## src/hdl/yuvlogo_pkg.sv

```systemverilog
// Shared types and constants for the YUV 4:2:0 logo overlay.
`timescale 1ns / 1ps

package yuvlogo_pkg;

  // Field widths.
  localparam int DIM_W      = 13;  // frame dimensions and window bounds
  localparam int SUM_W      = DIM_W + 1;
  localparam int POS_W      = 12;  // column, row and logo origin
  localparam int PIX_W      = 8;   // samples, logo values and alphas
  localparam int LOGO_DIM_W = 7;   // logo width and height registers
  localparam int WEIGHT_W   = 9;
  localparam int CFG_IDX_W  = 3;
  localparam int CFG_DATA_W = 13;
  localparam int BLEND_W    = 2 * PIX_W;

  // Stream payload widths.
  localparam int S_TDATA_W = 56;
  localparam int S_TUSER_W = 4;
  localparam int M_TDATA_W = 8;

  localparam logic [WEIGHT_W-1:0] WEIGHT_FULL = 9'd256;
  localparam logic [PIX_W-1:0]    ALPHA_MAX   = 8'd255;

  typedef enum logic [1:0] {
    OP_LOAD_LUMA   = 2'd0,
    OP_LOAD_CHROMA = 2'd1,
    OP_VIDEO       = 2'd2
  } op_e;

  typedef enum logic [1:0] {
    PLANE_Y = 2'd0,
    PLANE_U = 2'd1,
    PLANE_V = 2'd2
  } plane_e;

  typedef enum logic [CFG_IDX_W-1:0] {
    CFG_FRAME_WIDTH  = 3'd0,
    CFG_FRAME_HEIGHT = 3'd1,
    CFG_LOGO_X       = 3'd2,
    CFG_LOGO_Y       = 3'd3,
    CFG_LOGO_WIDTH   = 3'd4,
    CFG_LOGO_HEIGHT  = 3'd5,
    CFG_WEIGHT       = 3'd6
  } cfg_reg_e;

  // Logo window bounds in luma and chroma plane coordinates; ends are exclusive.
  typedef struct packed {
    logic             frame_ok;
    logic [DIM_W-1:0] luma_x0;
    logic [DIM_W-1:0] luma_xend;
    logic [DIM_W-1:0] luma_y0;
    logic [DIM_W-1:0] luma_yend;
    logic [DIM_W-1:0] chroma_x0;
    logic [DIM_W-1:0] chroma_xend;
    logic [DIM_W-1:0] chroma_y0;
    logic [DIM_W-1:0] chroma_yend;
  } win_cfg_t;

  // Logo store controls.
  typedef struct packed {
    logic luma_we;
    logic chroma_we;
    logic rd_en;
  } store_ctl_t;

endpackage

```

## src/hdl/yuvlogo_mix.sv

```systemverilog
// Alpha scaling and blend stages with the output register.
`timescale 1ns / 1ps

module yuvlogo_mix
  import yuvlogo_pkg::*;
(
  input  logic                clk_i,
  input  logic                en3_i,
  input  logic                en4_i,
  input  plane_e              plane_i,
  input  logic                inside_i,
  input  logic [PIX_W-1:0]    sample_i,
  input  logic [2*PIX_W-1:0]  luma_word_i,
  input  logic [3*PIX_W-1:0]  chroma_word_i,
  input  logic [WEIGHT_W-1:0] weight_i,
  output logic [PIX_W-1:0]    sample_o,
  output logic                blended_o
);

  logic [PIX_W-1:0]   value, alpha;
  logic [BLEND_W-1:0] alpha_prod, blend_sum;
  logic               hit;

  logic [PIX_W-1:0] val_q, a_q, smp_q, out_q;
  logic             hit_q, blended_q;

  // Stage 2: pick the logo entry of the plane and scale its alpha.
  always_comb begin
    unique case (plane_i)
      PLANE_U: begin
        value = chroma_word_i[PIX_W-1:0];
        alpha = chroma_word_i[3*PIX_W-1:2*PIX_W];
      end
      PLANE_V: begin
        value = chroma_word_i[2*PIX_W-1:PIX_W];
        alpha = chroma_word_i[3*PIX_W-1:2*PIX_W];
      end
      default: begin
        value = luma_word_i[PIX_W-1:0];
        alpha = luma_word_i[2*PIX_W-1:PIX_W];
      end
    endcase
    hit        = inside_i && (value != '0) && (alpha != '0);
    alpha_prod = BLEND_W'(weight_i) * BLEND_W'(alpha);
  end

  always_ff @(posedge clk_i) begin
    if (en3_i) begin
      val_q <= value;
      a_q   <= alpha_prod[BLEND_W-1:PIX_W];
      smp_q <= sample_i;
      hit_q <= hit;
    end
  end

  // Stage 3: weighted sum of logo value and sample.
  assign blend_sum = BLEND_W'(val_q) * BLEND_W'(a_q) +
                     BLEND_W'(smp_q) * BLEND_W'(ALPHA_MAX - a_q);

  always_ff @(posedge clk_i) begin
    if (en4_i) begin
      out_q     <= hit_q ? blend_sum[BLEND_W-1:PIX_W] : smp_q;
      blended_q <= hit_q;
    end
  end

  assign sample_o  = out_q;
  assign blended_o = blended_q;

endmodule

```

## config.mk

```make
export PLATFORM = sky130hd
export DESIGN_NAME = yuvlogo_mix
export DESIGN_NICKNAME = d
export VERILOG_FILES = /design/src/hdl/yuvlogo_pkg.sv /design/src/hdl/yuvlogo_mix.sv
export SDC_FILE = /design/constraint.sdc
export NUM_CORES = 1
export LEC_CHECK = 0
export ABC_AREA = 1
export BUFFER_PORTS_ARGS = -buffer_cell sky130_fd_sc_hd__buf_4
export CAP_MARGIN = 15
export CELL_PAD_IN_SITES_DETAIL_PLACEMENT = 2
export CELL_PAD_IN_SITES_GLOBAL_PLACEMENT = 2
export CORE_MARGIN = 3
export CORE_UTILIZATION = 35
export CTS_CLUSTER_DIAMETER = 100
export DETAILED_ROUTE_END_ITERATION = 8
export PLACE_DENSITY = 0.78
export SYNTH_ARGS = -nofsm -noshare
export SYNTH_HDL_FRONTEND = slang
export SYNTH_SLANG_ARGS = --single-unit
```

## constraint.sdc

```tcl
create_clock -name clk_i -period 14 [get_ports clk_i]
set_input_delay 0 -clock clk_i [delete_from_list [all_inputs] [get_ports clk_i]]
set_output_delay 0 -clock clk_i [all_outputs]
set_load 0.05 [all_outputs]
```

# --- Word level (Yosys, flattened, before mapping) ---
# Cells that the tools add are included.
op_classes:
  add_sub_neg: 2
  multipliers: 3
  div_mod_pow: 0
  magnitude_cmp: 0
  eq_ne: 2
  n_shift: 0
  n_mux: 3
  bitwise_logic: 0
  n_reduce_logical: 5
ops:
  columns: ["operator", "n"]
  rows:
  - ["$add 16x16->16", 1]
  - ["$mul 8x8->16", 1]
  - ["$mul 9x8->16", 1]
  - ["$mul 9x9->16", 1]
  - ["$mux 8", 2]
  - ["$pmux 8 s2", 1]
  - ["$reduce_bool 8->1", 2]
  - ["$sub 8x8->9 const A", 1]
  - ["$eq 2x1->1 const B", 1]
  - ["$eq 2x2->1 const B", 1]
  - ["$logic_and 1x1->1", 2]
  - ["$reduce_or 2->1", 1]
word_totals:
  ff_bits: 34
  latch_bits: 0
  mem_bits_rw: 0
  romBits: 0
  wordCells: 21
  mem_count: 0

# --- Logic depth before layout (Yosys ltp) ---
logic_depth:
  word_depth: 5
  ltp_mapped: 26
  mapped_depth_nobuf: 25

# --- Least setup slack after synthesis ---
# OpenSTA, ideal clock, no wires.
synth_path:
  path_type: "register to register"
  from: "register a_q[6]"
  to: "register out_q[3], in the netlist sample_o[3], data pin"
  setup_ns: 0.253
  arrival_ns: 4.862
  path_slack_ns: 8.885
  stages_incl_launch_ff: 21
  n_path_buf: 2
  period_less_slack_ns: 5.115
  path_cell_list: "edfxtp_1 > clkbuf_1 > clkbuf_1 > nand2_1 > fa_1 > fa_1 > inv_1 > fa_1 > fa_1 > fa_1 > inv_1 > fa_1 > inv_1 > ha_1 > a21oi_1 > o21ai_0 > inv_1 > nand2_1 > xor2_1 > nand2_1 > nand2_1"
synth_via:
  elab_chain_len: 4
  elab_cells_between_ends: 5
synth_rtl:
  columns: ["element", "line", "source"]
  rows:
  - ["start, declared", "yuvlogo_mix.sv:24", "logic [PIX_W-1:0] val_q, a_q, smp_q, out_q;"]
  - ["start signal, assigned", "yuvlogo_mix.sv:50", "a_q <= alpha_prod[BLEND_W-1:PIX_W];"]
  - ["$sub 8x8->9", "yuvlogo_mix.sv:58", "BLEND_W'(smp_q) * BLEND_W'(ALPHA_MAX - a_q);"]
  - ["$mul 9x9->16", "yuvlogo_mix.sv:58", null]
  - ["$add 16x16->16 *", "yuvlogo_mix.sv:57", "assign blend_sum = BLEND_W'(val_q) * BLEND_W'(a_q) +"]
  - ["$mux 8 *", "yuvlogo_mix.sv:62", "out_q <= hit_q ? blend_sum[BLEND_W-1:PIX_W] : smp_q;"]
  - ["end signal, assigned", "yuvlogo_mix.sv:62", null]
  - ["end, declared", "yuvlogo_mix.sv:24", null]
# Every way passes the cells marked *; elsewhere a longest branch is shown, timed or not.
# A chain may end at the register's enable or synchronous reset.

# --- Final worst setup path ---
layout_path:
  from: "register a_q[1]"
  to: "register out_q[7], in the netlist sample_o[7], data pin"
# Same word-level chain as after synthesis.

==> results.sh <==
export IMPL_syn_avg_cell_area_um2=7.848
export IMPL_max_freq_mhz=172.5
export IMPL_core_area_um2=22780
export IMPL_rrSetupSlack_ns=8.20
export IMPL_place_congestion=0.8350
export IMPL_netlist_top_cells_count="inv_1 (289), nand2_1 (235), fa_1 (134)"
export IMPL_synth_ff_type="edfxtp_1"
export IMPL_areaGrowthSynthToFinish_pct=13.47
export IMPL_ios=72
export IMPL_reg2reg_depth=22
export IMPL_path_delay_family="adder cells"
export IMPL_die_h_um=158.9
export IMPL_vias_per_cell=4.779
export IMPL_yosysWarnings=0
export IMPL_drive_gt1_share_pct=8.680
export IMPL_finClkSkew_ns=0.009533
export IMPL_wl_per_cell_um=17.94
export IMPL_tightestPinTransition_ns=0.6058
export IMPL_async_flop_share_pct=0
export IMPL_groute_usage_overall_pct=21.03
export IMPL_syn_nets=1339
export IMPL_maxCapViolCount=0
export IMPL_clk_latency_ns=0.30
export IMPL_drc=0
export IMPL_finalCritPeriodShare_pct=41.41
export IMPL_ys_seq_elements=34
export IMPL_path_class="reg2reg"
export IMPL_drv_slew=0
export IMPL_synth_largest_area_cell="fa_1"
export IMPL_die_w_um=158.9
export IMPL_grt_ovfl_total=0
export IMPL_n_antenna_cell=0
export IMPL_vias=6782
export IMPL_port_buffers=71
export IMPL_syn_inst=1043
export IMPL_synth_cell_type_count=37
export IMPL_clk_path_buf_depth=2
export IMPL_synth_top_cell_area_share_pct=32.77
export IMPL_postRouteAntennaNets=0
export IMPL_slowest_delay_ns=0.63
export IMPL_start_kind="flop"
export IMPL_fin_area_um2=9288
export IMPL_num_rows=55
export IMPL_cts_resized=0
export IMPL_critPathCaptureType="flop"
export IMPL_drt_iter0_markers=290
export IMPL_hold_viol=0
export IMPL_antenna_found_initial=0
export IMPL_firstDrtPassIters=4
export IMPL_cts_tree="done"
export IMPL_cpMostUsedCell="inv_1"
export IMPL_cts_root_buf="clkbuf_16"
export IMPL_die_area_um2=25260
export IMPL_fin_ws_ns=8.202
export IMPL_endpoint="sample_o[7]"
export IMPL_regToRegStartpoint="a_q[1]"
export IMPL_synthMostInstantiatedCell="inv_1"
export IMPL_status="completed"
export IMPL_tns_ns=0
export IMPL_synth_enable_flop_cells=34
export IMPL_ctsHoldBuffers=9
export IMPL_worstSetupStartpoint="a_q[1]"
export IMPL_hpwlAfterDp_um=21850
export IMPL_synth_area_um2=8185
export IMPL_wl_um=25450
export IMPL_finalNetCount=1401
export IMPL_ctsHtreeMaxLevel=2
export IMPL_rsz0062_at_grt="no"
export IMPL_start_util_pct=35.94
export IMPL_grt_pass1_vias=7878
export IMPL_cts_sinks=34
export IMPL_fillCellCount=2634
export IMPL_post_route_util_pct=40.77
export IMPL_cp_required_ns=14.06
export IMPL_max_slew_margin_pct=59.62
export IMPL_hp_start="luma_word_i[6]"
export IMPL_timing_critical_path_cells="inv_1 -> nand2_1 -> fa_1 -> inv_1 -> fa_1 -> inv_1 -> fa_1 -> inv_1 -> fa_1 -> fa_1 -> inv_1 -> fa_1 -> inv_1 -> ha_1 -> a21oi_1 -> o21ai_0 -> nand2_1 -> nand3_1 -> inv_1 -> nand2_1 -> nand3_1 -> nand2_1"
export IMPL_cp_max_fo=12
export IMPL_pre_cts_slack_ns=8.249
export IMPL_hp_class="in2reg"
export IMPL_synthTopCellsByArea="fa_1 (33%), ha_1 (15%), inv_1 (13%), edfxtp_1 (12%), nand2_1 (11%)"
export IMPL_critPathBufInv=7
export IMPL_clkTransAtPathRegs_ns=0.07
export IMPL_worstSetupPathDepth=22
export IMPL_placed_area_um2=9004
export IMPL_cts_made_buffers=5
export IMPL_post_cts_buffers=0
export IMPL_synth_seq_area_share_pct=12.47
export IMPL_reg2reg_to="sample_o[7]"
export IMPL_cp_arrival_ns=5.86
export IMPL_grt_pass1_wl_um=42260
export IMPL_setup_viol=0
export IMPL_fin_crit_ns=5.798
export IMPL_crit_slowest_cell="edfxtp_1"
export IMPL_grt_max_degree=26
[cell families (layout without fill, tap and decap cells)]
family                   count (synthesis)  count (layout)  synth area share (%)
AO/OA/AOI/OAI                           59              59                 4.295
XOR/XNOR                                14              14                 1.498
adder cells (fa/ha/maj)                233             233                 47.91
buffers and inverters                  317             380                 14.69
flip-flops                              34              34                 12.47
AND/OR/NAND/NOR                        386             386                 19.14
[metrics by stage]
stage	cells	hold WS [ns]
finish	1419	0.03055
global route	1419	0.05590
detailed placement	1402	0.1793
floorplan	1043	0.09887
CTS	1419	0.02487
global placement	1402	0.1790
[layout by cell type (no fill, tap or decap), types with 2 or more instances in the layout]
cell type      netlist  layout
o21ai_0             21      21
inv_2                2       2
nor2_2               3       3
dlygate4sd3_1        0       9
fa_1               134     134
clkbuf_16            0       5
xor2_1               7       7
bufinv_16            0       2
o21a_1               6       6
edfxtp_1            34      34
a21oi_1             21      21
nand2_1            235     235
ha_1                99      99
nand3_1             33      33
inv_1              289     289
nor2_1              92      92
a22o_1               2       2
xnor2_1              7       7
nand4_1              7       7
or2_1                2       2
o21ai_2              4       4
buf_4                1      71
nand2_2              2       2
nand2_4              2       2
a21o_1               2       2
or2_2                2       2
nor3_1               3       3
[state kept, by name (all words and copies together), names as in the netlist]
signal	count
hit_q	1
smp_q	8
sample_o	8
blended_o	1
a_q	8
val_q	8
[worst min path at each step]
stage / cells past startpoint / slack, ns / endpoint
floorplan: 0 / 0.1 / smp_q[0]
global placement: 1 / 0.18 / smp_q[3]
detailed placement: 1 / 0.18 / smp_q[4]
CTS: 3 / 0.02 / val_q[6]
global route: 3 / 0.06 / val_q[6]
finish: 3 / 0.03 / val_q[6]
[area by class of cell]
| type | instances | area [um2] | area share [%] |
|---|---|---|---|
| tap | 313 | 391.6 | 4.217 |
| sequential | 34 | 1021 | 10.99 |
| clock buffer | 5 | 125.1 | 1.347 |
| inverter | 292 | 1096 | 11.80 |
| clock inverter | 3 | 68.82 | 0.7409 |
| timing repair buffer | 80 | 623.1 | 6.709 |
| multi-input combinational | 692 | 5962 | 64.19 |
[per-layer routing]
metal  global-route usage (%)  vias up  routed length [um]
li1                         -     3190                   -
met1                    28.31     3508               11790
met2                    37.85       77               12810
met3                    2.348        7                 742
met4                    2.149        0                 111
met5                        0        -                   0
[worst reg2reg max path: stages, from the launching register on]
cell and delay [ns]:
edfxtp_1 0.63, inv_1 0.25, nand2_1 0.10, fa_1 0.52
inv_1 0.06, fa_1 0.52, inv_1 0.07, fa_1 0.44
inv_1 0.10, fa_1 0.46, fa_1 0.51, inv_1 0.05
fa_1 0.48, inv_1 0.05, ha_1 0.34, a21oi_1 0.35
o21ai_0 0.19, nand2_1 0.10, nand3_1 0.08, inv_1 0.07
nand2_1 0.05, nand3_1 0.07, nand2_1 0.07
Power is not shown: default switching activity piles up to over one toggle a cycle in this logic, so the estimate is an artifact.
