`config.mk`:
```
export PLATFORM = sky130hd
export DESIGN_NAME = yuvlogo_cfg
export DESIGN_NICKNAME = d
export VERILOG_FILES = /design/src/hdl/yuvlogo_pkg.sv /design/src/hdl/yuvlogo_cfg.sv
export SDC_FILE = /design/constraint.sdc
export NUM_CORES = 1
export LEC_CHECK = 0
export BUFFER_PORTS_ARGS = -buffer_cell sky130_fd_sc_hd__buf_2
export CELL_PAD_IN_SITES_DETAIL_PLACEMENT = 0
export CELL_PAD_IN_SITES_GLOBAL_PLACEMENT = 2
export CORE_MARGIN = 5
export CORE_UTILIZATION = 25
export DETAILED_ROUTE_END_ITERATION = 12
export HOLD_SLACK_MARGIN = 0.03
export PLACE_DENSITY_LB_ADDON = 0.1
export SYNTH_ARGS = -nofsm -noshare
export SYNTH_HDL_FRONTEND = slang
export SYNTH_SLANG_ARGS = --single-unit
```
`constraint.sdc`:
```
create_clock -name clk_i -period 4.2 [get_ports clk_i]
set_input_delay 0.84 -clock clk_i [delete_from_list [all_inputs] [get_ports clk_i]]
set_output_delay 0.84 -clock clk_i [all_outputs]
set_load 0.03 [all_outputs]
```
`src/hdl/yuvlogo_pkg.sv`:
```
// Shared types and constants for the YUV 4:2:0 logo overlay.
`timescale 1ns / 1ps

package yuvlogo_pkg;

  // Field widths.
  localparam int DIM_W      = 13;  // frame dimensions and window bounds
  localparam int SUM_W      = DIM_W + 1;
  localparam int POS_W      = 12;  // column, row and logo origin
  localparam int PIX_W      = 8;   // samples, logo values and alphas
  localparam int LOGO_DIM_W = 7;   // logo width and height registers
  localparam int WEIGHT_W   = 9;
  localparam int CFG_IDX_W  = 3;
  localparam int CFG_DATA_W = 13;
  localparam int BLEND_W    = 2 * PIX_W;

  // Stream payload widths.
  localparam int S_TDATA_W = 56;
  localparam int S_TUSER_W = 4;
  localparam int M_TDATA_W = 8;

  localparam logic [WEIGHT_W-1:0] WEIGHT_FULL = 9'd256;
  localparam logic [PIX_W-1:0]    ALPHA_MAX   = 8'd255;

  typedef enum logic [1:0] {
    OP_LOAD_LUMA   = 2'd0,
    OP_LOAD_CHROMA = 2'd1,
    OP_VIDEO       = 2'd2
  } op_e;

  typedef enum logic [1:0] {
    PLANE_Y = 2'd0,
    PLANE_U = 2'd1,
    PLANE_V = 2'd2
  } plane_e;

  typedef enum logic [CFG_IDX_W-1:0] {
    CFG_FRAME_WIDTH  = 3'd0,
    CFG_FRAME_HEIGHT = 3'd1,
    CFG_LOGO_X       = 3'd2,
    CFG_LOGO_Y       = 3'd3,
    CFG_LOGO_WIDTH   = 3'd4,
    CFG_LOGO_HEIGHT  = 3'd5,
    CFG_WEIGHT       = 3'd6
  } cfg_reg_e;

  // Logo window bounds in luma and chroma plane coordinates; ends are exclusive.
  typedef struct packed {
    logic             frame_ok;
    logic [DIM_W-1:0] luma_x0;
    logic [DIM_W-1:0] luma_xend;
    logic [DIM_W-1:0] luma_y0;
    logic [DIM_W-1:0] luma_yend;
    logic [DIM_W-1:0] chroma_x0;
    logic [DIM_W-1:0] chroma_xend;
    logic [DIM_W-1:0] chroma_y0;
    logic [DIM_W-1:0] chroma_yend;
  } win_cfg_t;

  // Logo store controls.
  typedef struct packed {
    logic luma_we;
    logic chroma_we;
    logic rd_en;
  } store_ctl_t;

endpackage

```
`src/hdl/yuvlogo_cfg.sv`:
```
// Configuration registers and the derived logo window bounds.
`timescale 1ns / 1ps

module yuvlogo_cfg
  import yuvlogo_pkg::*;
#(
  parameter int MAX_LOGO_W = 64,
  parameter int MAX_LOGO_H = 64
) (
  input  logic                  clk_i,
  input  logic                  rst_ni,
  input  logic                  wr_en_i,
  input  logic [CFG_IDX_W-1:0]  wr_index_i,
  input  logic [CFG_DATA_W-1:0] wr_data_i,
  output win_cfg_t              win_o,
  output logic [WEIGHT_W-1:0]   weight_o
);

  logic [DIM_W-1:0]      frame_width_q, frame_height_q;
  logic [POS_W-1:0]      logo_x_q, logo_y_q;
  logic [LOGO_DIM_W-1:0] logo_width_q, logo_height_q;
  logic [WEIGHT_W-1:0]   weight_q;

  win_cfg_t            win_d, win_q;
  logic [WEIGHT_W-1:0] weight_sat_d, weight_sat_q;

  logic [DIM_W-1:0] x13, y13, lw, lh_clamp, lh, fh_rem, hl, cw, cox, coy, fwh;
  logic [SUM_W-1:0] xsum, cxsum;

  always_ff @(posedge clk_i or negedge rst_ni) begin
    if (!rst_ni) begin
      frame_width_q  <= 13'd1280;
      frame_height_q <= 13'd720;
      logo_x_q       <= '0;
      logo_y_q       <= '0;
      logo_width_q   <= 7'd64;
      logo_height_q  <= 7'd64;
      weight_q       <= WEIGHT_FULL;
    end else if (wr_en_i) begin
      unique case (cfg_reg_e'(wr_index_i))
        CFG_FRAME_WIDTH:  frame_width_q  <= wr_data_i[DIM_W-1:0];
        CFG_FRAME_HEIGHT: frame_height_q <= wr_data_i[DIM_W-1:0];
        CFG_LOGO_X:       logo_x_q       <= wr_data_i[POS_W-1:0];
        CFG_LOGO_Y:       logo_y_q       <= wr_data_i[POS_W-1:0];
        CFG_LOGO_WIDTH:   logo_width_q   <= wr_data_i[LOGO_DIM_W-1:0];
        CFG_LOGO_HEIGHT:  logo_height_q  <= wr_data_i[LOGO_DIM_W-1:0];
        CFG_WEIGHT:       weight_q       <= wr_data_i[WEIGHT_W-1:0];
        default: ;
      endcase
    end
  end

  always_comb begin
    x13 = DIM_W'(logo_x_q);
    y13 = DIM_W'(logo_y_q);

    // The logo is limited to the store size and to an even height.
    lw = (DIM_W'(logo_width_q) > DIM_W'(MAX_LOGO_W)) ? DIM_W'(MAX_LOGO_W)
                                                      : DIM_W'(logo_width_q);
    lh_clamp = (DIM_W'(logo_height_q) > DIM_W'(MAX_LOGO_H)) ? DIM_W'(MAX_LOGO_H)
                                                             : DIM_W'(logo_height_q);
    lh = {lh_clamp[DIM_W-1:1], 1'b0};

    // Luma window, clipped at the right and bottom frame edges.
    xsum   = SUM_W'(x13) + SUM_W'(lw);
    fh_rem = frame_height_q - y13;
    hl     = (lh < fh_rem) ? lh : fh_rem;

    // Chroma window at half resolution.
    cw    = DIM_W'(lw + DIM_W'(1)) >> 1;
    cox   = x13 >> 1;
    coy   = y13 >> 1;
    fwh   = frame_width_q >> 1;
    cxsum = SUM_W'(cox) + SUM_W'(cw);

    win_d.frame_ok    = (x13 < frame_width_q) && (y13 < frame_height_q);
    win_d.luma_x0     = x13;
    win_d.luma_xend   = (xsum < SUM_W'(frame_width_q)) ? xsum[DIM_W-1:0] : frame_width_q;
    win_d.luma_y0     = y13;
    win_d.luma_yend   = y13 + hl;
    win_d.chroma_x0   = cox;
    win_d.chroma_xend = (cxsum < SUM_W'(fwh)) ? cxsum[DIM_W-1:0] : fwh;
    win_d.chroma_y0   = coy;
    win_d.chroma_yend = coy + (hl >> 1);

    weight_sat_d = (weight_q > WEIGHT_FULL) ? WEIGHT_FULL : weight_q;
  end

  // Derived bounds follow the registers in the next cycle.
  always_ff @(posedge clk_i) begin
    win_q        <= win_d;
    weight_sat_q <= weight_sat_d;
  end

  assign win_o    = win_q;
  assign weight_o = weight_sat_q;

endmodule

```
; ---- After elaboration in Yosys (flattened, before gate mapping)
; Index checks and enable logic that the tools add are counted.
[word_totals]
romBits = 0
ram_bits = 0
reg_bits = 181
latch_bits = 0
n_memories = 0
input_bits = 19
[op_classes]
magnitude_cmp = 8
n_reduce_logical = 9
n_mul = 0
n_mux = 5
n_bitwise = 0
n_div = 0
shift = 0
n_eq_ne = 6
addsub = 6
[ops]
columns = operator, count
row1 = 12-bit by 13-bit less-than comparator with 1-bit output, 2
row2 = 13-bit two-way mux, 2
row3 = "7-bit greater-than comparator, second input constant", 2
row4 = 7-bit two-way mux, 2
row5 = 2-bit AND reduction, 7
row6 = 11-bit by 12-bit adder with 13-bit output, 1
row7 = 12-bit by 13-bit adder with 13-bit output, 1
row8 = 12-bit by 7-bit adder with 13-bit output, 1
row9 = 13-bit less-than comparator, 1
row10 = 7-bit by 13-bit less-than comparator with 1-bit output, 1
row11 = 13-bit by 12-bit subtractor with 13-bit output, 1
row12 = 11-bit by 7-bit adder with 12-bit output, 1
row13 = 12-bit less-than comparator, 1
row14 = 12-bit two-way mux, 1
row15 = "3-bit equality test, second input constant", 3
row16 = "9-bit greater-than comparator, second input constant", 1
row17 = "7-bit by 1-bit adder with 8-bit output, second input constant", 1
row18 = "3-bit by 2-bit equality test with 1-bit output, second input constant", 2
row19 = "3-bit by 1-bit equality test with 1-bit output, second input constant", 1
row20 = 3-bit logical NOT, 1
row21 = 1-bit logical AND, 1

; ---- Longest topological paths before layout
[logic_depth]
word_depth = 6
ltp_mapped = 26

; ---- Worst setup path after synthesis
; Ideal clock, no wire load.
[synth_timing]
path_type = reg2reg
from = reg frame_height_q[0]
to = reg win_q (netlist bit win_o[61])
synth_period_minus_slack_ns = 4.579
path_stages_with_launch = 26
path_slack_ns = -0.379
t_arrival_ns = 4.451
path_cell_list = dfrtp_1 inv_1 ha_1 inv_1 fa_1 nand3_1 nand2_1 a21o_1 a21oi_1 xor2_1 ha_1 a2111o_1 a31oi_1 inv_1 o2111ai_2 buf_2 o21ai_1 ha_1 fa_1 a21o_1 a21oi_1 o21bai_1 a21o_1 a21oi_1 o21ai_1 xor2_1
[synth_rtl]
columns = item, line_no
row1 = from (decl), yuvlogo_cfg.sv:19  ; logic [DIM_W-1:0] frame_width_q, frame_height_q;
row2 = from (signal assigned), yuvlogo_cfg.sv:42  ; CFG_FRAME_HEIGHT: frame_height_q <= wr_data_i[DIM_W-1:0];
row3 = to (signal assigned), yuvlogo_cfg.sv:91  ; win_q <= win_d;
row4 = to (decl), yuvlogo_cfg.sv:24  ; win_cfg_t win_d, win_q;

==> impl_results.md <==
* Synth-to-Final Area Change at 34.5%
* Row count at 66
* Outcome: finished, violations left
* GRT Overall Usage at a little over an eighth
* Largest family of logic cells by synthesized area: adder cells
* Vias at 6207
* Post-route ant nets at 0
* Post-route insts no fill at 1428
* Via/cell ratio at 4.35
* Pin count of the biggest net entering global routing at 73
* Critical Path RT at 4.50 ns
* Most common cell after layout, fill and taps aside: buf_2
* FF-to-FF End: win_o[61]$_DFF_P_
* Max stage delay on crit path at 0.37 ns
* Hold Violations, Final at 0
* Crit path buffers/inverters at 4
* Dpl cells at 1370
* Nets at approximately 1100
* Crit path max fanout at 4
* Vias in the first global route at around 6700
* Clock sinks at around 160
* Number of synthesized flops with an enable pin at 0
* Distinct cells, synth at 58
* Final Total Pwr at between 0.008 and 0.009 W
* Core Region at roughly 32000 um^2
* Area leader, netlist: dfxtp_1
* Effective utilization at floorplan at between 20% and 30%
* Initial antenna violation count at 0
* Startpoint types: flop
* Yosys reg bits at 157
* Setup CP Type: flop to flop
* Period minus WS final at 4.34 ns
* DR pass1 iterations at 4
* GR Overflow Total at 0
* Die ar. at 36400 um^2
* Ant diodes at 0
* Crit end category: flop
* Max Clock Skew at 0.00865 ns
* Data arrival, critical path at approximately 4.7 ns
* Final Worst Setup Slack at -0.144 ns
* Worst Tran Pin Value at 1.01 ns
* Yosys warns at 0
* Power Density at 747 nW/um^2
* Register area share after synthesis at 43.0%
* Clock Pin Slew Worst Setup and Hold Paths at 0.06 ns
* Compound-Gate Fraction of Synth Area at between 10% and 20%
* Ports at 133
* CP Launch Point: frame_height_q[0]$_DFFE_PN0P_
* Worst hold start: logo_x_q[0]$_DFFE_PN0P_
* CTS tree: built
* Post-Syn Instances at 764
* CP top delay family: compound AO/OA/AOI/OAI gates
* Failing checks: negative setup slack
* Initial DRC Count at 135
* Layout cells sized above 1 at 43.8%
* Synth Cell Area at between 8000 and 9000 um^2
* Cells on worst reg2reg path at 25
* Simple-gate area share of the yosys netlist at 8.97%
* Stages on worst setup path at 25
* CTS root buf: clkbuf_16
* Post-synthesis adder-cell area fraction at 13.2%
* Crit path to: win_o[61]$_DFF_P_
* Worst hold path class: flop to flop
* Htree depth at 4
* Setup violations, final at 6
* Primary FF master, synth: dfxtp_1
* Clk_lat worst skew at 0.43 ns
* CP max-delay cell: dfrtp_1
* First-pass GRT wire length at 36600 um
* Post-DP HPWL at ~18000 um
* Hold slack at 0.442 ns
* Maximum VDD drop at about 0.31 mV
* Residual DRC count at 0
* Die H at 191 um
* Max cap viols at 0
* Period utilisation layout at 103%
* Clk buf depth at 2
* RSZ-0062 raised after global routing: true
* RR Startpoint: frame_height_q[0]$_DFFE_PN0P_
* Die X at 191 um
* Post-DR wirelength/cell at between 15 and 20 um
* Final wirelength at 23300 um
* Hold buffers post-CTS at 0
* Fraction of registers with async set or reset after synthesis at 45.9%
* Leak at approximately 5.1 nW
* Post-synthesis mux area share at between 10% and 20%
* Num CTS Buffers at 17
* Slew headroom at around a third
* Max Slew Vio Count at 0
* Placer congestion estimate at 0.796
* Most frequent cells in the layout: 124 x buf_2, 92 x buf_4, 85 x dfxtp_1
* FMAX at roughly 230 MHz
* XOR/XNOR share of the synthesized area at between 4 and 5%
* Top cells by area, synth: dfxtp_1 21%, dfrtp_1 19%, ha_1 12%, mux2_2 11%, xnor2_1 3.1%
* Synth Area per Inst at 10.7 um^2
* I/O Buffers at around 130
* R2r setup slk at -0.14 ns
* Share of the synthesized area in the top cell type at 20.8%
==> worst min-delay path by stage <==
stage                        end  slack [ns]  cells after the start
2_1_floorplan  win_o[46]$_DFF_P_        0.37                      0
3_3_place_gp   win_o[91]$_DFF_P_        0.43                      0
3_5_place_dp   win_o[91]$_DFF_P_        0.43                      0
4_1_cts        win_o[91]$_DFF_P_        0.45                      0
5_1_grt        win_o[20]$_DFF_P_        0.47                      0
6_report       win_o[91]$_DFF_P_        0.44                      0
==> flip-flops by register name (all words and copies together) (netlist names) <==
register        flops
weight_q            9
logo_height_q       6
frame_width_q      13
logo_width_q        7
logo_y_q           12
weight_o            9
logo_x_q           12
frame_height_q     13
win_o              76
==> power by group <==
group          internal (W)  switching (W)
Clock              0.000936       0.000642
Sequential          0.00200       0.000248
Combinational       0.00190        0.00248
==> through the flow <==
| stage | area (um^2) | utilization, % | setup slack [ns] | setup TNS, ns |
|---|---|---|---|---|
| floorplan | 8290 | - | -0.0727 | -0.0727 |
| global placement | 9750 | 30.1 | -0.195 | -1.10 |
| detailed placement | 9750 | 30.1 | -0.275 | -2.26 |
| CTS | 10700 | 33.0 | -0.163 | -0.838 |
| global route | 11000 | 33.9 | -0.397 | -4.66 |
| finish | 11000 | 33.9 | -0.144 | -0.452 |
==> metal layers <==
metal	up-vias	global-route usage, %	share of wire (%)
met2	102	23.2	51
met5	-	0	0
li1	3081	-	-
met4	0	4.56	2.1
met3	30	2.86	3.1
met1	2994	15.4	44
==> area by class of cell <==
class	count	area, um^2
clock buffer	18	429
clock inverter	14	170
fill	3341	21400
inverter	40	150
multi-input combinational	529	4710
sequential	157	3510
tap	442	553
timing repair buffer	228	1460
==> worst register-to-register path: stages (launching register included) <==
cell and delay [ns]:
dfrtp_1 0.37, inv_2 0.07, ha_4 0.13, inv_2 0.04, fa_2 0.36, nand3_2 0.09, nand2_2 0.07, a21o_1 0.18
a21oi_2 0.14, xor2_1 0.10, ha_2 0.20, a2111o_1 0.36, a31oi_2 0.17, inv_1 0.09, o2111ai_4 0.11, buf_12 0.15
o21ai_2 0.05, ha_2 0.18, fa_2 0.36, a21o_1 0.17, a21oi_2 0.17, o21bai_2 0.10, a21o_1 0.18, a21oi_2 0.14
o21ai_1 0.10, xor2_1 0.16
==> cells by family (layout without fill, tap and decap cells) <==
kind of cell,count (synthesis),after routing
compound gates,161,161
xor+xnor,44,44
fa+ha+maj,83,83
buf+inv,91,300
flops,157,157
mux,84,84
other cells,1,14
simple gates,143,143
==> synth_stat cells, types with 22 or more instances <==
cell     instances
a21o_1          26
a21oi_1         35
buf_4           29
dfrtp_1         63
dfxtp_1         85
ha_1            78
inv_1           40
mux2_2          77
nand2_1         41
nor2_1          27
nor2b_1         22
o21ai_0         35
xnor2_1         29
==> repair_timing <==
item | 4_1_cts | 5_1_grt
resized for setup | 42 | 51
setup endpoints to repair | 27 | 44
gates cloned | 1 | 0
pin swaps | 38 | 33
buffers inserted | 17 | 9
Note: power is estimated with default switching activity, not from simulation.
