--- config.mk ---
export PLATFORM = sky130hd
export DESIGN_NAME = yuvlogo_window
export DESIGN_NICKNAME = d
export VERILOG_FILES = /design/src/hdl/yuvlogo_pkg.sv /design/src/hdl/yuvlogo_window.sv
export SDC_FILE = /design/constraint.sdc
export NUM_CORES = 1
export LEC_CHECK = 0
export BUFFER_PORTS_ARGS = -buffer_cell sky130_fd_sc_hd__buf_2
export CORE_AREA = 2 2 78 73
export DETAILED_ROUTE_END_ITERATION = 8
export DIE_AREA = 0 0 80 75
export GPL_ROUTABILITY_DRIVEN = 0
export PLACE_DENSITY = 0.91
export SLEW_MARGIN = 10
export SYNTH_ARGS = -nofsm -noshare
export SYNTH_HDL_FRONTEND = slang
export SYNTH_SLANG_ARGS = --single-unit
--- constraint.sdc ---
create_clock -name vclk -period 4
set_clock_uncertainty 0.05 [all_clocks]
set_input_delay 0.4 -clock vclk [all_inputs]
set_output_delay 0.4 -clock vclk [all_outputs]
set_load 0.03 [all_outputs]
--- src/hdl/yuvlogo_pkg.sv ---
// Shared types and constants for the YUV 4:2:0 logo overlay.
`timescale 1ns / 1ps

package yuvlogo_pkg;

  // Field widths.
  localparam int DIM_W      = 13;  // frame dimensions and window bounds
  localparam int SUM_W      = DIM_W + 1;
  localparam int POS_W      = 12;  // column, row and logo origin
  localparam int PIX_W      = 8;   // samples, logo values and alphas
  localparam int LOGO_DIM_W = 7;   // logo width and height registers
  localparam int WEIGHT_W   = 9;
  localparam int CFG_IDX_W  = 3;
  localparam int CFG_DATA_W = 13;
  localparam int BLEND_W    = 2 * PIX_W;

  // Stream payload widths.
  localparam int S_TDATA_W = 56;
  localparam int S_TUSER_W = 4;
  localparam int M_TDATA_W = 8;

  localparam logic [WEIGHT_W-1:0] WEIGHT_FULL = 9'd256;
  localparam logic [PIX_W-1:0]    ALPHA_MAX   = 8'd255;

  typedef enum logic [1:0] {
    OP_LOAD_LUMA   = 2'd0,
    OP_LOAD_CHROMA = 2'd1,
    OP_VIDEO       = 2'd2
  } op_e;

  typedef enum logic [1:0] {
    PLANE_Y = 2'd0,
    PLANE_U = 2'd1,
    PLANE_V = 2'd2
  } plane_e;

  typedef enum logic [CFG_IDX_W-1:0] {
    CFG_FRAME_WIDTH  = 3'd0,
    CFG_FRAME_HEIGHT = 3'd1,
    CFG_LOGO_X       = 3'd2,
    CFG_LOGO_Y       = 3'd3,
    CFG_LOGO_WIDTH   = 3'd4,
    CFG_LOGO_HEIGHT  = 3'd5,
    CFG_WEIGHT       = 3'd6
  } cfg_reg_e;

  // Logo window bounds in luma and chroma plane coordinates; ends are exclusive.
  typedef struct packed {
    logic             frame_ok;
    logic [DIM_W-1:0] luma_x0;
    logic [DIM_W-1:0] luma_xend;
    logic [DIM_W-1:0] luma_y0;
    logic [DIM_W-1:0] luma_yend;
    logic [DIM_W-1:0] chroma_x0;
    logic [DIM_W-1:0] chroma_xend;
    logic [DIM_W-1:0] chroma_y0;
    logic [DIM_W-1:0] chroma_yend;
  } win_cfg_t;

  // Logo store controls.
  typedef struct packed {
    logic luma_we;
    logic chroma_we;
    logic rd_en;
  } store_ctl_t;

endpackage

--- src/hdl/yuvlogo_window.sv ---
// Logo window hit test and logo coordinates for one video sample.
`timescale 1ns / 1ps

module yuvlogo_window
  import yuvlogo_pkg::*;
(
  input  win_cfg_t         win_i,
  input  plane_e           plane_i,
  input  logic [POS_W-1:0] column_i,
  input  logic [POS_W-1:0] row_i,
  output logic             inside_o,
  output logic [POS_W-1:0] logo_col_o,
  output logic [POS_W-1:0] logo_row_o
);

  logic             plane_ok;
  logic [DIM_W-1:0] x0, xend, y0, yend, col13, row13, dx, dy;

  always_comb begin
    plane_ok = 1'b1;
    unique case (plane_i)
      PLANE_Y: begin
        x0   = win_i.luma_x0;
        xend = win_i.luma_xend;
        y0   = win_i.luma_y0;
        yend = win_i.luma_yend;
      end
      PLANE_U, PLANE_V: begin
        x0   = win_i.chroma_x0;
        xend = win_i.chroma_xend;
        y0   = win_i.chroma_y0;
        yend = win_i.chroma_yend;
      end
      default: begin
        plane_ok = 1'b0;
        x0       = win_i.luma_x0;
        xend     = win_i.luma_xend;
        y0       = win_i.luma_y0;
        yend     = win_i.luma_yend;
      end
    endcase

    col13 = DIM_W'(column_i);
    row13 = DIM_W'(row_i);
    dx    = col13 - x0;
    dy    = row13 - y0;

    inside_o = win_i.frame_ok && plane_ok &&
               (col13 >= x0) && (col13 < xend) &&
               (row13 >= y0) && (row13 < yend);
    logo_col_o = dx[POS_W-1:0];
    logo_row_o = dy[POS_W-1:0];
  end

endmodule

# Word-level counts from Yosys, hierarchy flattened
# Index checks and enable logic that the tools add are counted.
# word_totals
regBits	0
in_bits	131
output_inout_bits	25
# classes
n_eq_ne	2
reduce_logical	8
n_addsub	2
muxes	5
magnitude_cmp	4
# ops
cell	n
$mux W13	4
$ge A12 B13 Y1	2
$lt A12 B13 Y1	2
$sub A12 B12 Y12	2
$logic_and A1 B1 Y1	5
$reduce_or A3 Y1	1
$eq A2 B1 Y1 const B	1
$eq A2 B2 Y1 const B	1
$logic_not A2 Y1	1
$reduce_or A2 Y1	1
$mux W1	1

# Depth between registers and ports, before layout
# Gate-level depths: netlist of run 1.
# depth
ltp_word	8
ltp_mapped	13

# Worst setup path after synthesis of run 1
# No wires, ideal clock.
# synth_path
kind	input-to-output
startpoint	in plane_i[0]
endpoint	out logo_col_o[10]
arrival_ns	3.708
path_slack_ns	-0.158
path_stages	11
path_cell_list	ha_1 -> buf_6 -> clkbuf_1 -> mux2_2 -> ha_1 -> fa_1 -> nor2b_1 -> o21ai_0 -> a21oi_1 -> o21ai_1 -> o311ai_0
# synth_between
elab_chain_cells	4
elab_cells_between_ends	5
# synth_rtl
element	line_no	text
start: declaration	yuvlogo_window.sv:8	input plane_e plane_i,
$eq A2 B1 Y1 or $eq A2 B2 Y1 (tied branches)	yuvlogo_window.sv:21	unique case (plane_i)
$reduce_or A2 Y1 (*)	yuvlogo_window.sv:21	
$mux W13 (*)	yuvlogo_window.sv:21	
$sub A12 B12 Y12 (*)	yuvlogo_window.sv:45	dx = col13 - x0;
end: declaration	yuvlogo_window.sv:12	output logic [POS_W-1:0] logo_col_o,
# Every way passes the cells marked *; elsewhere a longest branch is shown, timed or not.

# Worst setup path after layout of run 1
# layout_path
startpoint	in plane_i[1]
endpoint	out logo_col_o[10]
# The elaborated chain is that of the path after synthesis.

==> results of run 1 <==
[area by class of cell]
cell class	count	area (sq um)
multi-input combinational	258	2100
fill	460	2070
timing repair buffer	159	816
tap	67	83.8
inverter	15	56.3
[cell families after synthesis]
group / count (synthesis)
buffers and inverters: 23
AOI/OAI and AO/OA: 67
and+or+nand+nor: 75
muxes: 52
xor gates and xnor gates: 15
adders and majority gates: 49
[power by group]
group,internal [W],switching (W),total [W]
Combinational,0.000293,0.000450,0.000743
Clock,0,0,0
Sequential,0,0,0
[through the flow]
| stage | utilization | power [W] | hold slack [ns] | instances |
|---|---|---|---|---|
| 3_5_place_dp | 0.596 | 0.000739 | 1.25 | 499 |
| 2_1_floorplan | - | 0.000518 | 1.04 | 281 |
| 5_1_grt | 0.596 | 0.000805 | 1.28 | 499 |
| 6_report | 0.596 | 0.000743 | 1.26 | 499 |
| 4_1_cts | 0.596 | 0.000742 | 1.25 | 499 |
| 3_3_place_gp | 0.596 | 0.000718 | 1.25 | 499 |
[cell usage after synthesis, drive strengths merged]
library cell / instances
nand2b: 3
a31oi: 3
o31ai: 2
a21boi: 2
ha: 47
a21oi: 17
mux2i: 48
nor3: 6
a21o: 7
nor3b: 1
nand2: 21
and4: 1
o21ai: 13
clkbuf: 3
inv: 15
o41ai: 3
buf: 5
o41a: 1
o221ai: 2
o311ai: 1
a311oi: 2
or4b: 1
a211o: 1
a221o: 1
nor2b: 5
nand4: 4
o31a: 1
nand3: 5
nor2: 25
nand4b: 1
o21a: 2
a221oi: 1
mux2: 4
xnor2: 11
o211ai: 5
nor4: 2
a211oi: 3
xor2: 4
fa: 2
[routing by layer]
metal,vias to the layer above,track usage,share of wire
met5,-,0,0
met3,12,0.0144,0.082
li1,1370,-,-
met4,0,0.0226,0.011
met2,147,0.427,0.50
met1,1217,0.287,0.41
[worst min-delay path by stage]
| stage | start | endpoint | slack [ns] | cells after the start |
|---|---|---|---|---|
| 6_report | column_i[0] | logo_col_o[0] | 1.26 | 5 |
| 3_5_place_dp | column_i[0] | logo_col_o[0] | 1.25 | 5 |
| 4_1_cts | column_i[0] | logo_col_o[0] | 1.25 | 5 |
| 2_1_floorplan | row_i[0] | logo_row_o[0] | 1.04 | 3 |
| 3_3_place_gp | row_i[1] | logo_row_o[1] | 1.25 | 3 |
| 5_1_grt | row_i[1] | logo_row_o[1] | 1.28 | 3 |
[critical path, stage by stage]
cell and delay, ns:
buf_2 0.10, ha_2 0.57, buf_12 0.26, mux2i_1 0.23, ha_1 0.31, a21oi_2 0.19
nand2_1 0.07, a21o_1 0.19, o21ai_1 0.16, or4b_1 0.45, o311ai_1 0.10, buf_2 0.25
==> key figures, run 1 <==
Synth
  – Yosys top cell area share: 0.267
  – Main combinational cell family by area after synthesis: adder cells
  – Adder-Cell Fraction of Synth Area: 0.285
  – Xor/xnor cell area share of the yosys netlist: 0.0597
  – Post-Syn Area per Cell: between 7 and 8 sq um
  – Post-synthesis instance area: 2200 sq um
  – Synth Area in Simple Gates: 0.164
  – Syn nets: roughly 460
  – Synth area leader: ha_1
  – Yosys warnings: 0
  – Post-synthesis mux area share: 0.239
  – Cells after Synth: 281
  – Number of distinct library cells after synthesis: 44
  – Synth area leaders: ha_1, mux2i_1, xnor2_1
  – Sequential area share after synthesis: 0
  – Post-synthesis compound-gate area fraction: 0.206

Layout
  – Clkbuf count: 0
  – Nets: approximately 610
  – Area Overhead vs Synth: 39.0%
  – Most frequent cells in the layout: buf_2, mux2i_1, ha_1
  – Post-route design area: 3060 sq um
  – Antenna Cells: 0
  – Ratio of cells with drive above 1 in the final layout: 0.389
  – Commonest non-fill, non-tap cell in the layout: buf_2
  – Register area: 0 sq um
  – Seq cells: 0

Placement
  – DP Worst Slack: 0.253 ns
  – Placed instance area: 3060 sq um
  – Port Buffers: approximately 160
  – Post-DP HPWL: 6670 um

Floorplanning
  – Row count: 25
  – Initial Util: 0.429
  – DIE WIDTH: roughly 80 um
  – DIE HEIGHT: 75 um
  – Die area: around 6000 sq um
  – I/O pin count: 156
  – Core footprint: 5130 sq um

STA
  – Setup TNS: 0 ns
  – Tcrit/Tclk final: 0.939
  – Min cycle time layout: 3.75 ns
  – Max Clk Rate: 266 MHz
  – Worst slew pin tran: 0.686 ns
  – Pins Over Slew Limit: 0
  – Final Hold Viols: 0
  – Setup ws final: 0.246 ns
  – Slew margin rel.: 0.537
  – Final Setup Violations: 0
  – RSZ-0062 raised after global routing: no

GRT
  – Pin count of the biggest net entering global routing: 23
  – Initial antenna violation count: 0
  – Total GRT Usage: 0.224
  – Vias in the first global route: 2478
  – Overflow left after global routing: 0
  – First-pass GRT wire length: 10900 um

Worst setup path
  – Critical path class: in -> out
  – Critical path endpoint category: primary output
  – Critical path endpoint: logo_col_o[10]
  – CP max FO: 22
  – Worst Path Required: 3.55 ns
  – Critical path startpoint category: input port
  – CP Launch Point: plane_i[1]
  – Worst EP arrival: about 3.3 ns

Clock network
  – Hold Buf Count CTS: 0
  – Post-CTS sizing: 0
  – Post-CTS setup buffer count: 0

Routing
  – Drt pass-1 iters: 4
  – Wire per inst: 14.9 um
  – DRT iter0 DRCs: 121
  – Post-Route WL: 7420 um
  – Vias: 2746
  – Final ANT Viol Nets: 0
  – Vias per cell: 5.50
  – DRC viols: 0

Power and ir drop
  – Maximum vdd drop: 0.000158 V
  – PD cells: 243 nW/um^2
  – Static leakage: 1.71 nW

Outcome
  – Status: completed

Job
  – Max_cap viols: 0

Min path
  – Worst Hold Class: in -> out
Note: power is estimated with default switching activity, not from simulation.
==> inputs of run 2 (changes only) <==
--- a/config.mk
+++ b/config.mk
@@ -5,12 +5,12 @@
 export SDC_FILE = /design/constraint.sdc
 export NUM_CORES = 1
 export LEC_CHECK = 0
-export BUFFER_PORTS_ARGS = -buffer_cell sky130_fd_sc_hd__buf_2
-export CORE_AREA = 2 2 78 73
+export BUFFER_PORTS_ARGS = -buffer_cell sky130_fd_sc_hd__clkbuf_2
+export CORE_AREA = 2 2 82 76
 export DETAILED_ROUTE_END_ITERATION = 8
-export DIE_AREA = 0 0 80 75
+export DIE_AREA = 0 0 84 78
 export GPL_ROUTABILITY_DRIVEN = 0
-export PLACE_DENSITY = 0.91
+export PLACE_DENSITY = 0.88
 export SLEW_MARGIN = 10
 export SYNTH_ARGS = -nofsm -noshare
 export SYNTH_HDL_FRONTEND = slang
==> constraint.sdc (replaced) <==
create_clock -name vclk -period 3
set_clock_uncertainty 0.05 [all_clocks]
set_input_delay 0.3 -clock vclk [all_inputs]
set_output_delay 0.3 -clock vclk [all_outputs]
set_load 0.03 [all_outputs]
==> key figures, run 2 (same netlist as run 1, synthesis figures left out) <==
Power and ir drop
  – Sw Ratio: 0.540 (was 0.605)
  – NetSw: 0.000696 W (was 0.000450 W)
  – Power share of the combinational group: 1.000 (about the same)
  – Pint: 0.000593 W (was 0.000293 W)
  – Sequential share of power: 0 (about the same)
  – Maximum vdd drop: 0.000225 V (was 0.000158 V)
  – Static leakage: 2.10 nW (was 1.71 nW)
  – Total power: 0.00129 W (was 0.000743 W)
  – Clk network pwr share: 0 (about the same)
  – PD cells: 338 nW/um^2 (was 243 nW/um^2)

GRT
  – Overflow left after global routing: 0 (unchanged)
  – Initial antenna violation count: 0 (unchanged)
  – Vias in the first global route: 3024 (was 2478)
  – Total GRT Usage: 0.241 (was 0.224)
  – First-pass GRT wire length: 13300 um (was 10900 um)
  – Pin count of the biggest net entering global routing: 14 (was 23)

Worst setup path
  – CP max FO: 7 (was 22)
  – Critical path endpoint category: primary output (unchanged)
  – Worst Path Required: 2.65 ns (was 3.55 ns)
  – Critical path startpoint category: input port (unchanged)
  – Worst EP arrival: 2.84 ns (was 3.30 ns)
  – Critical path class: in -> out (unchanged)

STA
  – Min cycle time layout: 3.19 ns
  – Fin Hold WS: 1.07 ns (was 1.26 ns)
  – Final Hold Viols: 0 (unchanged)
  – RSZ-0062 raised after global routing: yes (was no)
  – Slew margin rel.: 0.726 (was 0.537)
  – Final Setup Violations: 4 (was 0)
  – Setup ws final: -0.187 ns (was 0.246 ns)
  – Max Clk Rate: 314 MHz
  – Tcrit/Tclk final: 1.06
  – Pins Over Slew Limit: 0 (unchanged)
  – Worst slew pin tran: 0.400 ns (was 0.686 ns)

Routing
  – Drt pass-1 iters: 4 (unchanged)
  – Wire per inst: 15.3 um (was 14.9 um)
  – Vias per cell: 5.40 (was 5.50)
  – DRC viols: 0 (unchanged)
  – Post-Route WL: 8580 um (was 7420 um)
  – Vias: 3029 (was 2746)
  – DRT iter0 DRCs: 105 (was 121)
  – Final ANT Viol Nets: 0 (unchanged)

Job
  – Max_cap viols: 0 (unchanged)

Floorplanning
  – DIE HEIGHT: 78 um (was 75 um)
  – Core footprint: 5630 sq um (was 5130 sq um)
  – I/O pin count: 156 (unchanged)
  – Die area: 6550 sq um (was 6000 sq um)
  – Initial Util: 0.391 (was 0.429)
  – DIE WIDTH: 84 um (was 80 um)
  – Row count: 26 (was 25)

Placement
  – Post-DP HPWL: 7140 um (was 6670 um)
  – DP Worst Slack: -0.331 ns (was 0.253 ns)
  – Port Buffers: 156 (unchanged)
  – Placed insts: 545 (was 499)

Layout
  – Antenna Cells: 0 (unchanged)
  – Register area: 0 sq um (unchanged)
  – Seq cells: 0 (unchanged)
  – Ratio of cells with drive above 1 in the final layout: 0.536 (was 0.389)
  – # fillers: 457 (was 460)
  – Nets: 673 (was 614)
  – Multi-input gate area: 2330 sq um (was 2100 sq um)
  – Clkbuf count: 0 (unchanged)
  – Area Overhead vs Synth: 73.2% (was 39.0%)
  – Commonest non-fill, non-tap cell in the layout: clkbuf_2 (was buf_2)
  – Most frequent cells in the layout: clkbuf_2, buf_4, mux2i_1 (was buf_2, mux2i_1, ha_1)
  – Non-filler cells, final: 561 (was 499)

Min path
  – Worst Hold Class: in -> out (unchanged)

Outcome
  – Status: finished, violations left (was completed)
  – Violated checks: setup timing
==> run 2: power by group through the flow <==
stage / Sequential, W / Combinational, W / Clock (W)
6_report: 0 / 0.00129 / 0
2_1_floorplan: 0 / 0.000734 / 0
4_1_cts: 0 / 0.00121 / 0
3_3_place_gp: 0 / 0.00110 / 0
3_5_place_dp: 0 / 0.00115 / 0
5_1_grt: 0 / 0.00138 / 0
==> run 2: per-layer routing <==
layer	vias up	GRT usage	wire length, um
met5	-	0	0
met4	0	0.0468	144
met3	14	0.0138	410
met2	121	0.478	4630
met1	1406	0.284	3400
li1	1488	-	-
==> run 2: critical path: stages <==
cell and delay, ns:
buf_6 0.10, ha_4 0.33, buf_12 0.13, mux2i_2 0.21
ha_1 0.29, a21oi_2 0.19, nand2_1 0.09, a21o_1 0.22
o21ai_4 0.18, or4b_4 0.51, o311ai_4 0.11, buf_6 0.17
==> run 2: final cells by class <==
| class | count | area share |
|---|---|---|
| Inverter | 15 | 0.0148 |
| Tap cell | 70 | 0.0230 |
| Timing Repair Buffer | 218 | 0.351 |
| Multi-Input combinational cell | 258 | 0.611 |
==> run 2: worst paths after layout <==
check | end | depth (start not counted) | start
worst max-delay path | logo_col_o[10] | 12 | plane_i[1]
worst min-delay path | logo_row_o[0] | 5 | row_i[0]
==> run 2: through the flow <==
step                       util  instance area, sq um  TNS, ns
after floorplan               -                  2330   -0.563
after global placement    0.623                  3500   -0.517
after detailed placement  0.623                  3500    -1.40
after CTS                 0.651                  3660   -0.335
after global routing      0.677                  3810   -0.873
final                     0.677                  3810   -0.348
==> run 2: what timing repair did <==
action	CTS	global route
hold buffers	0	0
setup buffers	11	5
resized for setup	19	41
endpoints found under the setup margin	9	12
pin swaps	14	13
==> inputs of run 3 (changes only) <==
--- a/config.mk
+++ b/config.mk
@@ -5,12 +5,12 @@
 export SDC_FILE = /design/constraint.sdc
 export NUM_CORES = 1
 export LEC_CHECK = 0
-export BUFFER_PORTS_ARGS = -buffer_cell sky130_fd_sc_hd__clkbuf_2
-export CORE_AREA = 2 2 82 76
+export CORE_AREA = 2 2 66 62
 export DETAILED_ROUTE_END_ITERATION = 8
-export DIE_AREA = 0 0 84 78
+export DIE_AREA = 0 0 68 64
+export DONT_BUFFER_PORTS = 1
 export GPL_ROUTABILITY_DRIVEN = 0
-export PLACE_DENSITY = 0.88
+export PLACE_DENSITY = 0.87
 export SLEW_MARGIN = 10
 export SYNTH_ARGS = -nofsm -noshare
 export SYNTH_HDL_FRONTEND = slang
==> key figures, run 3 (same netlist as run 1, synthesis figures left out) <==
Outcome
  – Status: completed (was finished, violations left)

Layout
  – Register area: 0 sq um (unchanged)
  – Post-route design area: 2880 sq um (was 3810 sq um)
  – Ratio of cells with drive above 1 in the final layout: 0.277 (was 0.536)
  – Core Util, Final: 0.795 (was 0.677)
  – Commonest non-fill, non-tap cell in the layout: buf_4 (was clkbuf_2)
  – Antenna Cells: 0 (unchanged)
  – Nets: 510 (was 673)
  – Most frequent cells in the layout: buf_4, mux2i_1, ha_1 (was clkbuf_2, buf_4, mux2i_1)
  – Seq cells: 0 (unchanged)
  – Area Overhead vs Synth: 31.0% (was 73.2%)
  – Clkbuf count: 0 (unchanged)

Routing
  – DRT iter0 DRCs: 167 (was 105)
  – Final ANT Viol Nets: 0 (unchanged)
  – Vias: 2376 (was 3029)
  – Wire per inst: 18.6 um (was 15.3 um)
  – DRC viols: 0 (unchanged)
  – Post-Route WL: 6960 um (was 8580 um)
  – Drt pass-1 iters: 4 (unchanged)
  – Vias per cell: 6.35 (was 5.40)

STA
  – Final Hold Viols: 0 (unchanged)
  – Max Clk Rate: 339 MHz (was 314 MHz)
  – Slew margin rel.: 0.492 (was 0.726)
  – Min cycle time layout: 2.95 ns (was 3.19 ns)
  – Final Setup Violations: 0 (was 4)
  – Tcrit/Tclk final: 0.982 (was 1.06)
  – Pins Over Slew Limit: 0 (unchanged)
  – Setup TNS: 0 ns (was -0.348 ns)
  – Worst slew pin tran: 0.756 ns (was 0.400 ns)

Floorplanning
  – I/O pin count: 156 (unchanged)
  – DIE WIDTH: 68 um (was 84 um)
  – Initial Util: 0.607 (was 0.391)
  – Row count: 21 (was 26)
  – Die area: 4350 sq um (was 6550 sq um)
  – Core footprint: 3630 sq um (was 5630 sq um)
  – DIE HEIGHT: 64 um (was 78 um)

Worst setup path
  – Worst Path Required: 2.65 ns (about the same)
  – CP max FO: 6 (was 7)
  – Critical path endpoint category: primary output (unchanged)
  – Worst EP arrival: 2.60 ns (was 2.84 ns)
  – Critical path class: in -> out (unchanged)
  – Critical path startpoint category: input port (unchanged)

GRT
  – Overflow left after global routing: 0 (unchanged)
  – Vias in the first global route: 2207 (was 3024)
  – Total GRT Usage: 0.278 (was 0.241)
  – First-pass GRT wire length: 9630 um (was 13300 um)
  – Initial antenna violation count: 0 (unchanged)
  – Pin count of the biggest net entering global routing: 14 (unchanged)

Power and ir drop
  – Power share of the combinational group: 1.000 (about the same)
  – Pint: 0.000497 W (was 0.000593 W)
  – Sw Ratio: 0.557 (was 0.540)
  – Total power: 0.00112 W (was 0.00129 W)
  – Static leakage: 1.41 nW (was 2.10 nW)
  – Maximum vdd drop: 0.000243 V (was 0.000225 V)
  – Sequential share of power: 0 (about the same)
  – NetSw: 0.000626 W (was 0.000696 W)
  – PD cells: 390 nW/um^2 (was 338 nW/um^2)
  – Clk network pwr share: 0 (about the same)

Placement
  – Placed instance area: 2650 sq um (was 3500 sq um)
  – Port Buffers: 0 (was 156)
  – Post-DP HPWL: 5630 um (was 7140 um)

Job
  – Max_cap viols: 0 (unchanged)

Min path
  – Worst Hold Class: in -> out (unchanged)
-- run 3: per-layer routing --
layer	GRT usage	vias to the layer above	wire [um]
met1	0.333	1092	2770
met4	0.0550	0	117
met5	0	-	0
met2	0.507	112	3600
met3	0.0475	16	473
li1	-	1156	-
-- run 3: per-stage QoR --
step	instances	hold WS (ns)	setup WS, ns
final	374	0.856	0.0527
after global routing	374	0.856	-0.0738
after CTS	363	0.849	-0.00440
after detailed placement	359	0.844	-0.104
after global placement	359	0.849	-0.0298
after floorplan	281	0.835	-0.194
-- run 3: what timing repair did --
action	4_1_cts	5_1_grt
resized for setup	2	25
setup buffers	3	11
cloned	1	0
pin swaps	3	13
hold buffers	0	0
setup endpoints to repair	7	9
-- run 3: power groups by stage --
stage               sequential (W)  combinational, W  clock (W)
floorplan                        0          0.000734          0
global placement                 0          0.000993          0
detailed placement               0           0.00102          0
CTS                              0           0.00105          0
global route                     0           0.00120          0
finish                           0           0.00112          0
-- run 3: layout make-up --
cell class                 count  area [sq um]
multi-input combinational    258          2290
fill                         259           743
timing repair buffer          55           482
tap                           46          57.6
inverter                      15          56.3
-- run 3: worst max-delay path: stages --
cell	delay (ns)
ha_4	0.26
buf_12	0.14
buf_4	0.13
mux2i_1	0.12
ha_1	0.37
o21a_1	0.14
o31a_1	0.20
o21ai_2	0.11
o21ai_2	0.24
nor2_1	0.12
nor4_4	0.29
buf_6	0.17
-- run 3: path summary, 6_finish.rpt --
path	from	depth (start not counted)	slack [ns]	end
hold / removal	row_i[1]	1	0.86	logo_row_o[1]
setup / recovery	plane_i[0]	12	0.05	inside_o
